===== config.mk =====
export PLATFORM = sky130hd
export DESIGN_NAME = efsb_div
export DESIGN_NICKNAME = d
export VERILOG_FILES = /design/src/hdl/efsb_pkg.sv /design/src/hdl/efsb_div.sv
export SDC_FILE = /design/constraint.sdc
export NUM_CORES = 1
export LEC_CHECK = 0
export ABC_AREA = 1
export ABC_CLOCK_PERIOD_IN_PS = 4700
export BUFFER_PORTS_ARGS = -buffer_cell sky130_fd_sc_hd__buf_2
export CORE_AREA = 8 8 152 154
export DETAILED_ROUTE_END_ITERATION = 8
export DIE_AREA = 0 0 160 162
export GPL_TIMING_DRIVEN = 0
export PLACE_DENSITY = 0.38
export SKIP_CTS_REPAIR_TIMING = 1
export SYNTH_ARGS = -nofsm -noshare
export SYNTH_HDL_FRONTEND = slang
export SYNTH_SLANG_ARGS = --single-unit
export TNS_END_PERCENT = 5

===== constraint.sdc =====
create_clock -name clock -period 4.7 [get_ports clock]
set_input_delay 0.94 -clock clock [delete_from_list [all_inputs] [get_ports clock]]
set_output_delay 0.94 -clock clock [all_outputs]
set_load 0.005 [all_outputs]

===== src/hdl/efsb_pkg.sv =====
// Package: constants, types and helpers of the edge filter unit
`timescale 1ns / 1ps
package efsb_pkg;
   localparam int DEF_MAX_WIDTH  = 512;
   localparam int DEF_MAX_HEIGHT = 512;

   localparam int CSR_IW = 2;
   localparam int CSR_DW = 10;
   localparam int FIELD_DW = 10;
   localparam int MODE_W = 2;
   localparam int MAG_W  = 11;
   localparam int NUM_W  = 19;
   localparam int STRETCH_STEPS = 8;

   localparam logic [CSR_IW-1:0] REG_FRAME_WIDTH  = 2'd0;
   localparam logic [CSR_IW-1:0] REG_FRAME_HEIGHT = 2'd1;
   localparam logic [CSR_IW-1:0] REG_FILTER_MODE  = 2'd2;

   localparam logic [MODE_W-1:0] MODE_VERTICAL   = 2'd0;
   localparam logic [MODE_W-1:0] MODE_HORIZONTAL = 2'd1;
   localparam logic [MODE_W-1:0] MODE_LAPLACIAN  = 2'd2;
   localparam logic [MODE_W-1:0] MODE_PREWITT    = 2'd3;

   localparam logic [FIELD_DW-1:0] RESET_DIM = 10'd512;
   localparam logic [MAG_W-1:0] MIN_RESET = 11'd2047;
   localparam logic [MAG_W-1:0] MAX_RESET = 11'd0;

   localparam logic [7:0] BIN_THRESHOLD = 8'd127;
   localparam logic [7:0] FULL_SCALE    = 8'd255;

   typedef logic [7:0] pixel_type;

   // Start request to the shared divider
   typedef struct packed {
      logic       start;
      logic [4:0] steps;
   } div_req_type;

   // Binarize a stretched value unless the mode keeps gray levels
   function automatic logic [7:0] shape_value(logic [7:0] val, logic [MODE_W-1:0] mode);
      logic [7:0] res;
      res = val;
      if (mode != MODE_PREWITT) begin
         res = (val > BIN_THRESHOLD) ? FULL_SCALE : 8'd0;
      end
      return res;
   endfunction
endpackage


===== src/hdl/efsb_div.sv =====
// Restoring divider: one quotient bit per cycle, shared by all divisions
`timescale 1ns / 1ps
module efsb_div #(
   parameter int DW = 19,
   parameter int K  = 9
) (
   input  logic                 clock,
   input  logic                 reset,
   input  efsb_pkg::div_req_type req,
   input  logic [DW-1:0]        dividend,
   input  logic [DW-1:0]        divisor,
   output logic                 done,
   output logic [K-1:0]         quotient,
   output logic [DW-1:0]        remainder
);
   localparam int SW = DW + K;

   logic [DW-1:0] rem_ff;
   logic [SW-1:0] sd_ff;
   logic [K-1:0]  q_ff;
   logic [4:0]    cnt_ff;
   logic          run_ff;
   logic          done_ff;
   logic [SW:0]   trial_in;

   // trial subtract of the shifted divisor
   assign trial_in = {1'b0, {K{1'b0}}, rem_ff} - {1'b0, sd_ff};

   always_ff @(posedge clock) begin
      if (reset) begin
         run_ff  <= 1'b0;
         done_ff <= 1'b0;
         cnt_ff  <= '0;
      end else begin
         done_ff <= 1'b0;
         if (req.start) begin
            rem_ff <= dividend;
            sd_ff  <= SW'(divisor) << (req.steps - 5'd1);
            q_ff   <= '0;
            cnt_ff <= req.steps;
            run_ff <= 1'b1;
         end else if (run_ff) begin
            if (!trial_in[SW]) begin
               rem_ff <= trial_in[DW-1:0];
               q_ff   <= {q_ff[K-2:0], 1'b1};
            end else begin
               q_ff   <= {q_ff[K-2:0], 1'b0};
            end
            sd_ff  <= sd_ff >> 1;
            cnt_ff <= cnt_ff - 5'd1;
            if (cnt_ff == 5'd1) begin
               run_ff  <= 1'b0;
               done_ff <= 1'b1;
            end
         end
      end
   end

   assign done      = done_ff;
   assign quotient  = q_ff;
   assign remainder = rem_ff;
endmodule


==> flow_summary.yaml, run 1 <==
grt:
  grt_pass1_wl_um: 26100
  grt_start_max_net_pins: 30
  grt_pass1_vias: 4798
  grt_overflow_total: 0
  grt_usage: 0.127
  antenna_found_initial: 0
floorplan:
  die-area_sq_um: 25900
  dieHeight_um: 162
  chipWidth_um: 160
  rows: 53
  core-area_sq_um: 20700
  initial_utilization: 0.247
  pin_count: 75
detailed_routing:
  drt_iter0_drc: 217
  antenna_left: 0
  vias: 4821
  vias_per_cell: 4.50
  finalWirelength_um: 16200
  wire_per_inst_um: 15.1
  first_pass_iters: 7
  drc_errors: 0
finish:
  antenna_cells: 0
  nets: 861
  final_util: 0.299
  area_growth_pct: 21.0
  drive_above_1_share: 0.189
  final_cell_area_sq_um: 6180
worst_setup_path:
  cp_cell_sequence: "inv_1 -> ha_1 -> fa_1 -> inv_1 -> nand3_1 -> nand2_1 -> nand4_1 -> nand3_1 -> nand2_1 -> nand3_1 -> nand2_1 -> inv_1"
  reg2reg_slack_ps: 1860
  critical_path_depth: 12
  slowest_delay_ps: 570
  crit_required_ps: 4660
  path_delay_family: "simple AND/OR/NAND/NOR gates"
  cp-end-kind: "flop"
  crit_fanout: 19
  slowest_stage: "inv_1"
  path_class: "reg2reg"
  cp_data_arrival_time_ps: 2800
  reg2reg_depth: 12
  path_buf_inv: 3
  critPathLaunchType: "flop"
clock_network:
  clk_pin_slew_ps: 60
  clock_latency_ps: 340
  clockBufferDepth: 2
  cts_root_buf: "clkbuf_16"
  htreeDepth: 3
  cts_buffers: 9
  tritoncts: "built"
  cts.sinks: 63
sta:
  timing.fmax_ghz: 0.353
  slew_headroom: 0.481
  max_slew.worst_pin.slew_ps: 778
  final_max_slew_viol_count: 0
  tns_ps: 0
  rsz0062_at_grt: "no"
  fin_skew_ps: 10.3
  timing.final.ws_setup_ps: 1860
  hold_violations: 0
  finalCriticalPeriod_ps: 2840
  layout_worst_path_cycle_share: 0.604
  setup_violations: 0
placed_design:
  gp_congestion: 0.856
  portBuffers: 72
  dpl_cell_area_sq_um: 5840
  hpwl_um: 13400
  pre_cts_ws_ps: 1520
logic_synthesis:
  synth.top_cells.by_area: "edfxtp_1, nand2_1, nand3_1"
  synth_cell_type_count: 45
  synthCells: 708
  synth_top_area_share: 0.329
  ys_seq_elements: 63
  syn_avg_cell_area_sq_um: 7.22
  synth_area_sq_um: 5110
  synth_area_leader_cell: "edfxtp_1"
  synth_nets: 777
  ys_seq_area_frac: 0.357
  yosysWarnings: 0
outcome:
  outcome: "completed"
power:
  peakVddDrop_mv: 0.157
  cellPowerDensity_nw_per_um2: 316
  p_leak_nw: 2.93
worst_hold_path:
  holdCritPathClass: "reg2reg"
  hold_depth: 2
job:
  drv_cap: 0
## synth_stat cells, drive strengths merged
cell type	instances
edfxtp	56
and2	3
o22ai	10
o21ai	42
clkbuf	7
o211ai	5
nand4	4
fa	1
xnor2	6
nor3	7
a22oi	2
inv	88
a21boi	1
or2	3
xor2	3
clkinv	1
a21oi	25
nand2	232
o21bai	1
a31oi	4
dfxtp	7
nor2	57
nand3b	3
a31o	1
ha	22
nand3	99
buf	18
## registers in the layout (all words and copies together), names as in the netlist
signal     cells
sd_ff         28
run_ff         1
quotient       9
remainder     19
cnt_ff         5
done           1
## logic make-up (layout without fill, tap and decap cells)
group | count (synthesis) | after routing | synth area share
fa+ha+maj | 23 | 23 | 0.0578
compound gates | 91 | 91 | 0.102
simple gates | 408 | 408 | 0.362
xor+xnor | 9 | 9 | 0.0169
flops | 63 | 63 | 0.357
buf+inv | 114 | 203 | 0.104
## stage by stage
step                power, mW  hold WS, ps  instances
global placement         1.23          476       1055
detailed placement       1.23          489       1056
CTS                      1.98          499       1072
global route             2.08          539       1072
floorplan                1.06          452        708
finish                   1.95          499       1072
## worst reg2reg max path, stage by stage, from the launching register on
cell      delay [ps]
edfxtp_1         340
inv_1             50
ha_1             210
fa_1             380
inv_1            100
nand3_1          120
nand2_1          160
nand4_1          150
nand3_1          160
nand2_1           90
nand3_1           70
nand2_1           50
inv_1            570
## area by class of cell
type	instances	area, sq um
clock buffers	13	314
clock inverters	3	26.3
flip-flops and latches	63	1820
inverters	89	339
plain buffers	25	194
well taps	275	344
fillers	2342	14500
repair buffers	73	380
multi-input cells	531	2760
## where the power goes
| part | switching [mW] | internal [mW] | leakage (nW) |
|---|---|---|---|
| sequential | 0.0186 | 0.662 | 0.595 |
| clock | 0.268 | 0.472 | 0.168 |
| combinational | 0.344 | 0.189 | 2.16 |
## metal layers
metal  track usage  up-vias  routed length, um
met5             0        -                  0
met4        0.0314        0                179
met3        0.0243       12                603
met2         0.205      103               7330
met1         0.171     2195               8130
li1              -     2511                  -
## final timing paths
check,start,end
worst max register to register,remainder[0],remainder[4]
worst min-delay path,cnt_ff[4],cnt_ff[4]
worst min register to register,cnt_ff[4],cnt_ff[4]
worst max-delay path,remainder[0],remainder[4]
## layout by cell type, fill, tap and decap left out, types with 10 or more instances in the layout
cell type  Yosys  layout
buf_2          8      80
clkbuf_16      0      12
nand3_2       10      10
inv_1         81      81
o21ai_0       26      26
edfxtp_1      56      56
nand2_1      223     223
o22ai_1       10      10
ha_1          22      22
a21oi_1       24      24
nor2_1        51      50
o21ai_1       12      12
nand3_1       89      89
(Power assumes the default switching activity.)
==> run 2, diff against run 1 <==
--- a/config.mk
+++ b/config.mk
@@ -5,12 +5,12 @@
 export SDC_FILE = /design/constraint.sdc
 export NUM_CORES = 1
 export LEC_CHECK = 0
-export ABC_AREA = 1
-export ABC_CLOCK_PERIOD_IN_PS = 4700
+export ABC_AREA = 0
+export ABC_CLOCK_PERIOD_IN_PS = 2800
 export BUFFER_PORTS_ARGS = -buffer_cell sky130_fd_sc_hd__buf_2
-export CORE_AREA = 8 8 152 154
+export CORE_AREA = 8 8 144 146
 export DETAILED_ROUTE_END_ITERATION = 8
-export DIE_AREA = 0 0 160 162
+export DIE_AREA = 0 0 152 154
 export GPL_TIMING_DRIVEN = 0
 export PLACE_DENSITY = 0.38
 export SKIP_CTS_REPAIR_TIMING = 1
==> constraint.sdc (replaced) <==
create_clock -name clock -period 2.8 [get_ports clock]
set_input_delay 0.56 -clock clock [delete_from_list [all_inputs] [get_ports clock]]
set_output_delay 0.56 -clock clock [all_outputs]
set_load 0.005 [all_outputs]
==> run 2 against run 1 <==
Non-clock buffer count up 2. Critical endpoint is now sd_ff[25]. Die area is 9.7% lower. Hold slack improved by 9.8 ps. Synthesized cell count decreased by 34%. Wire length fell by 12%. Via count shrank 19%. Largest power group unchanged. Global-route usage is 0.61 points lower. Area after synthesis decreased by 11%.
==> flow_summary.yaml, run 2 <==
detailed_routing:
  antenna_left: 0
  vias_per_cell: 4.93
  wl_met3_um: 708
  wl_met1_um: 6990
  finalWirelength_um: 14300
  drc_errors: 0
  vias: 3901
  drt_iter0_drc: 260
  wl_met2_um: 6320
  maxUsedRoutingLayer: "met4"
  wire_per_inst_um: 18.0
  first_pass_iters: 4
logic_synthesis:
  synth_cell_type_count: 58
  synthCells: 464
  synth.top_cells.by_area: "edfxtp_1, mux4_2, ha_1"
  synth_area_sq_um: 4520
  syn_avg_cell_area_sq_um: 9.75
  yosysWarnings: 0
  synth_nets: 533
  yosys_most_used_dff: "edfxtp_1"
  synth_top_area_share: 0.372
  synth_area_leader_cell: "edfxtp_1"
  ys_top_cells_by_count: "nand2_1, edfxtp_1, nor2_1, o21ai_0, a21oi_1"
  synth-edff-count: 56
  ys_seq_area_frac: 0.403
  async_flop_share: 0
  ys_seq_elements: 63
  yosysMostFrequentCell: "nand2_1"
clock_network:
  cts_root_buf: "clkbuf_16"
  cts.sinks: 63
  clockBufferDepth: 2
  clock_latency_ps: 330
  cts_buffers: 9
  htreeDepth: 3
  clk_pin_slew_ps: 60
  tritoncts: "built"
power:
  p_leak_nw: 2.29
  p_seq_frac: 0.362
  p_clk_frac: 0.365
  peakVddDrop_mv: 0.207
  power.internal_mw: 2.20
  p_comb_frac: 0.273
  p_sw_frac: 0.308
  net-switching-power_mw: 0.979
  total_power_mw: 3.18
  cellPowerDensity_nw_per_um2: 549
sta:
  hold_violations: 0
  fin_skew_ps: 8.04
  setup_violations: 0
  finalCriticalPeriod_ps: 2750
  tns_ps: 0
  layout_worst_path_cycle_share: 0.982
  slew_headroom: 0.256
  max_slew.worst_pin.slew_ps: 1110
  timing.fmax_ghz: 0.364
  rsz0062_at_grt: "yes"
  final_max_slew_viol_count: 0
  timing.final.ws_setup_ps: 50.4
grt:
  grt_pass1_wl_um: 22300
  grt_usage: 0.121
  grt_start_max_net_pins: 40
  antenna_found_initial: 0
  grt_pass1_vias: 3901
  grt_overflow_total: 0
worst_setup_path:
  crit_fanout: 10
  cp_cell_sequence: "buf_6 -> buf_8 -> inv_1 -> ha_1 -> clkbuf_4 -> mux4_2 -> mux2i_1 -> o32a_1 -> nand2_1 -> o21ai_1 -> nand2_1"
  cp-startpoint: "req[0]"
  cpMostUsedCell: "nand2_1"
  reg2reg_slack_ps: 80
  r2r-end: "remainder[5]"
  cp-end-kind: "flop"
  crit_required_ps: 2880
  crit_end: "sd_ff[25]"
  slowest_delay_ps: 560
  r2r_start: "remainder[10]"
  slowest_stage: "mux4_2"
  path_class: "in2reg"
  reg2reg_depth: 9
  cp_data_arrival_time_ps: 2830
  critPathLaunchType: "input pin"
placed_design:
  pre_cts_ws_ps: -754
  hpwl_um: 11100
  portBuffers: 73
  dpl_cell_area_sq_um: 5200
  gp_congestion: 0.846
worst_hold_path:
  holdCritPathClass: "in2reg"
job:
  drv_cap: 0
finish:
  largest_register_ffs: 28
  drive_above_1_share: 0.280
  layout_common_cells: "buf_2, nand2_1, edfxtp_1"
  area_growth_pct: 27.8
  multi_input_comb_area_sq_um: 2720
  antenna_cells: 0
  fill_cells: 1950
  regMostFlops: "sd_ff"
  final_common_cell: "buf_2"
  final_util: 0.313
  nets: 622
  final_cell_area_sq_um: 5780
  register_area_sq_um: 1820
outcome:
  outcome: "completed"
floorplan:
  core-area_sq_um: 18500
  pin_count: 75
  initial_utilization: 0.245
  rows: 50
  die-area_sq_um: 23400
  dieHeight_um: 154
  chipWidth_um: 152
==> run 2: power groups by stage <==
stage / logic (mW) / clock network, mW / registers [mW]
6_report: 0.869 / 1.16 / 1.15
5_1_grt: 0.965 / 1.23 / 1.16
4_1_cts: 0.795 / 1.20 / 1.15
3_5_place_dp: 0.791 / 0 / 1.17
3_3_place_gp: 0.789 / 0 / 1.17
2_1_floorplan: 0.547 / 0 / 1.16
==> run 2: layer usage <==
layer,vias to the layer above,GRT usage
met5,-,0
met4,0,0.0405
met3,18,0.0238
met2,103,0.186
met1,1877,0.166
li1,1903,-
==> run 2: cell families after synthesis <==
| logic type | Yosys count | synth area share |
|---|---|---|
| buf+inv | 49 | 0.0451 |
| fa+ha+maj | 23 | 0.0653 |
| simple gates | 145 | 0.149 |
| flops | 63 | 0.403 |
| mux | 33 | 0.110 |
| xor+xnor | 26 | 0.0536 |
| compound gates | 125 | 0.175 |
==> run 2: layout make-up <==
cell class / count / area share
Multi-Input combinational cell: 352 / 0.470
Sequential cell: 63 / 0.315
Timing Repair Buffer: 78 / 0.0718
Tap cell: 234 / 0.0506
Clock buffer: 11 / 0.0476
Buffer: 22 / 0.0214
Inverter: 27 / 0.0175
Clock inverter: 5 / 0.00606
==> run 2: worst min path at each step <==
stage                      start       endpoint  cells after the start
floorplan              sd_ff[26]      sd_ff[25]                      2
global placement     quotient[3]    quotient[4]                      1
detailed placement   quotient[3]    quotient[4]                      1
CTS                 dividend[17]  remainder[17]                      3
global route         dividend[4]   remainder[4]                      3
finish               dividend[4]   remainder[4]                      3
==> run 2: worst max-delay path: cells and delay by family <==
family	cells	cell delay, ps
and+or+nand+nor	2	140
muxes	2	890
buffers and inverters	4	640
adders and majority gates	1	290
AOI/OAI and AO/OA	2	320
==> run 2: metrics by stage <==
stage	hold WS (ps)	cells
after CTS	493	787
final	509	792
after detailed placement	551	771
after global placement	539	771
after floorplan	527	464
after global routing	504	792
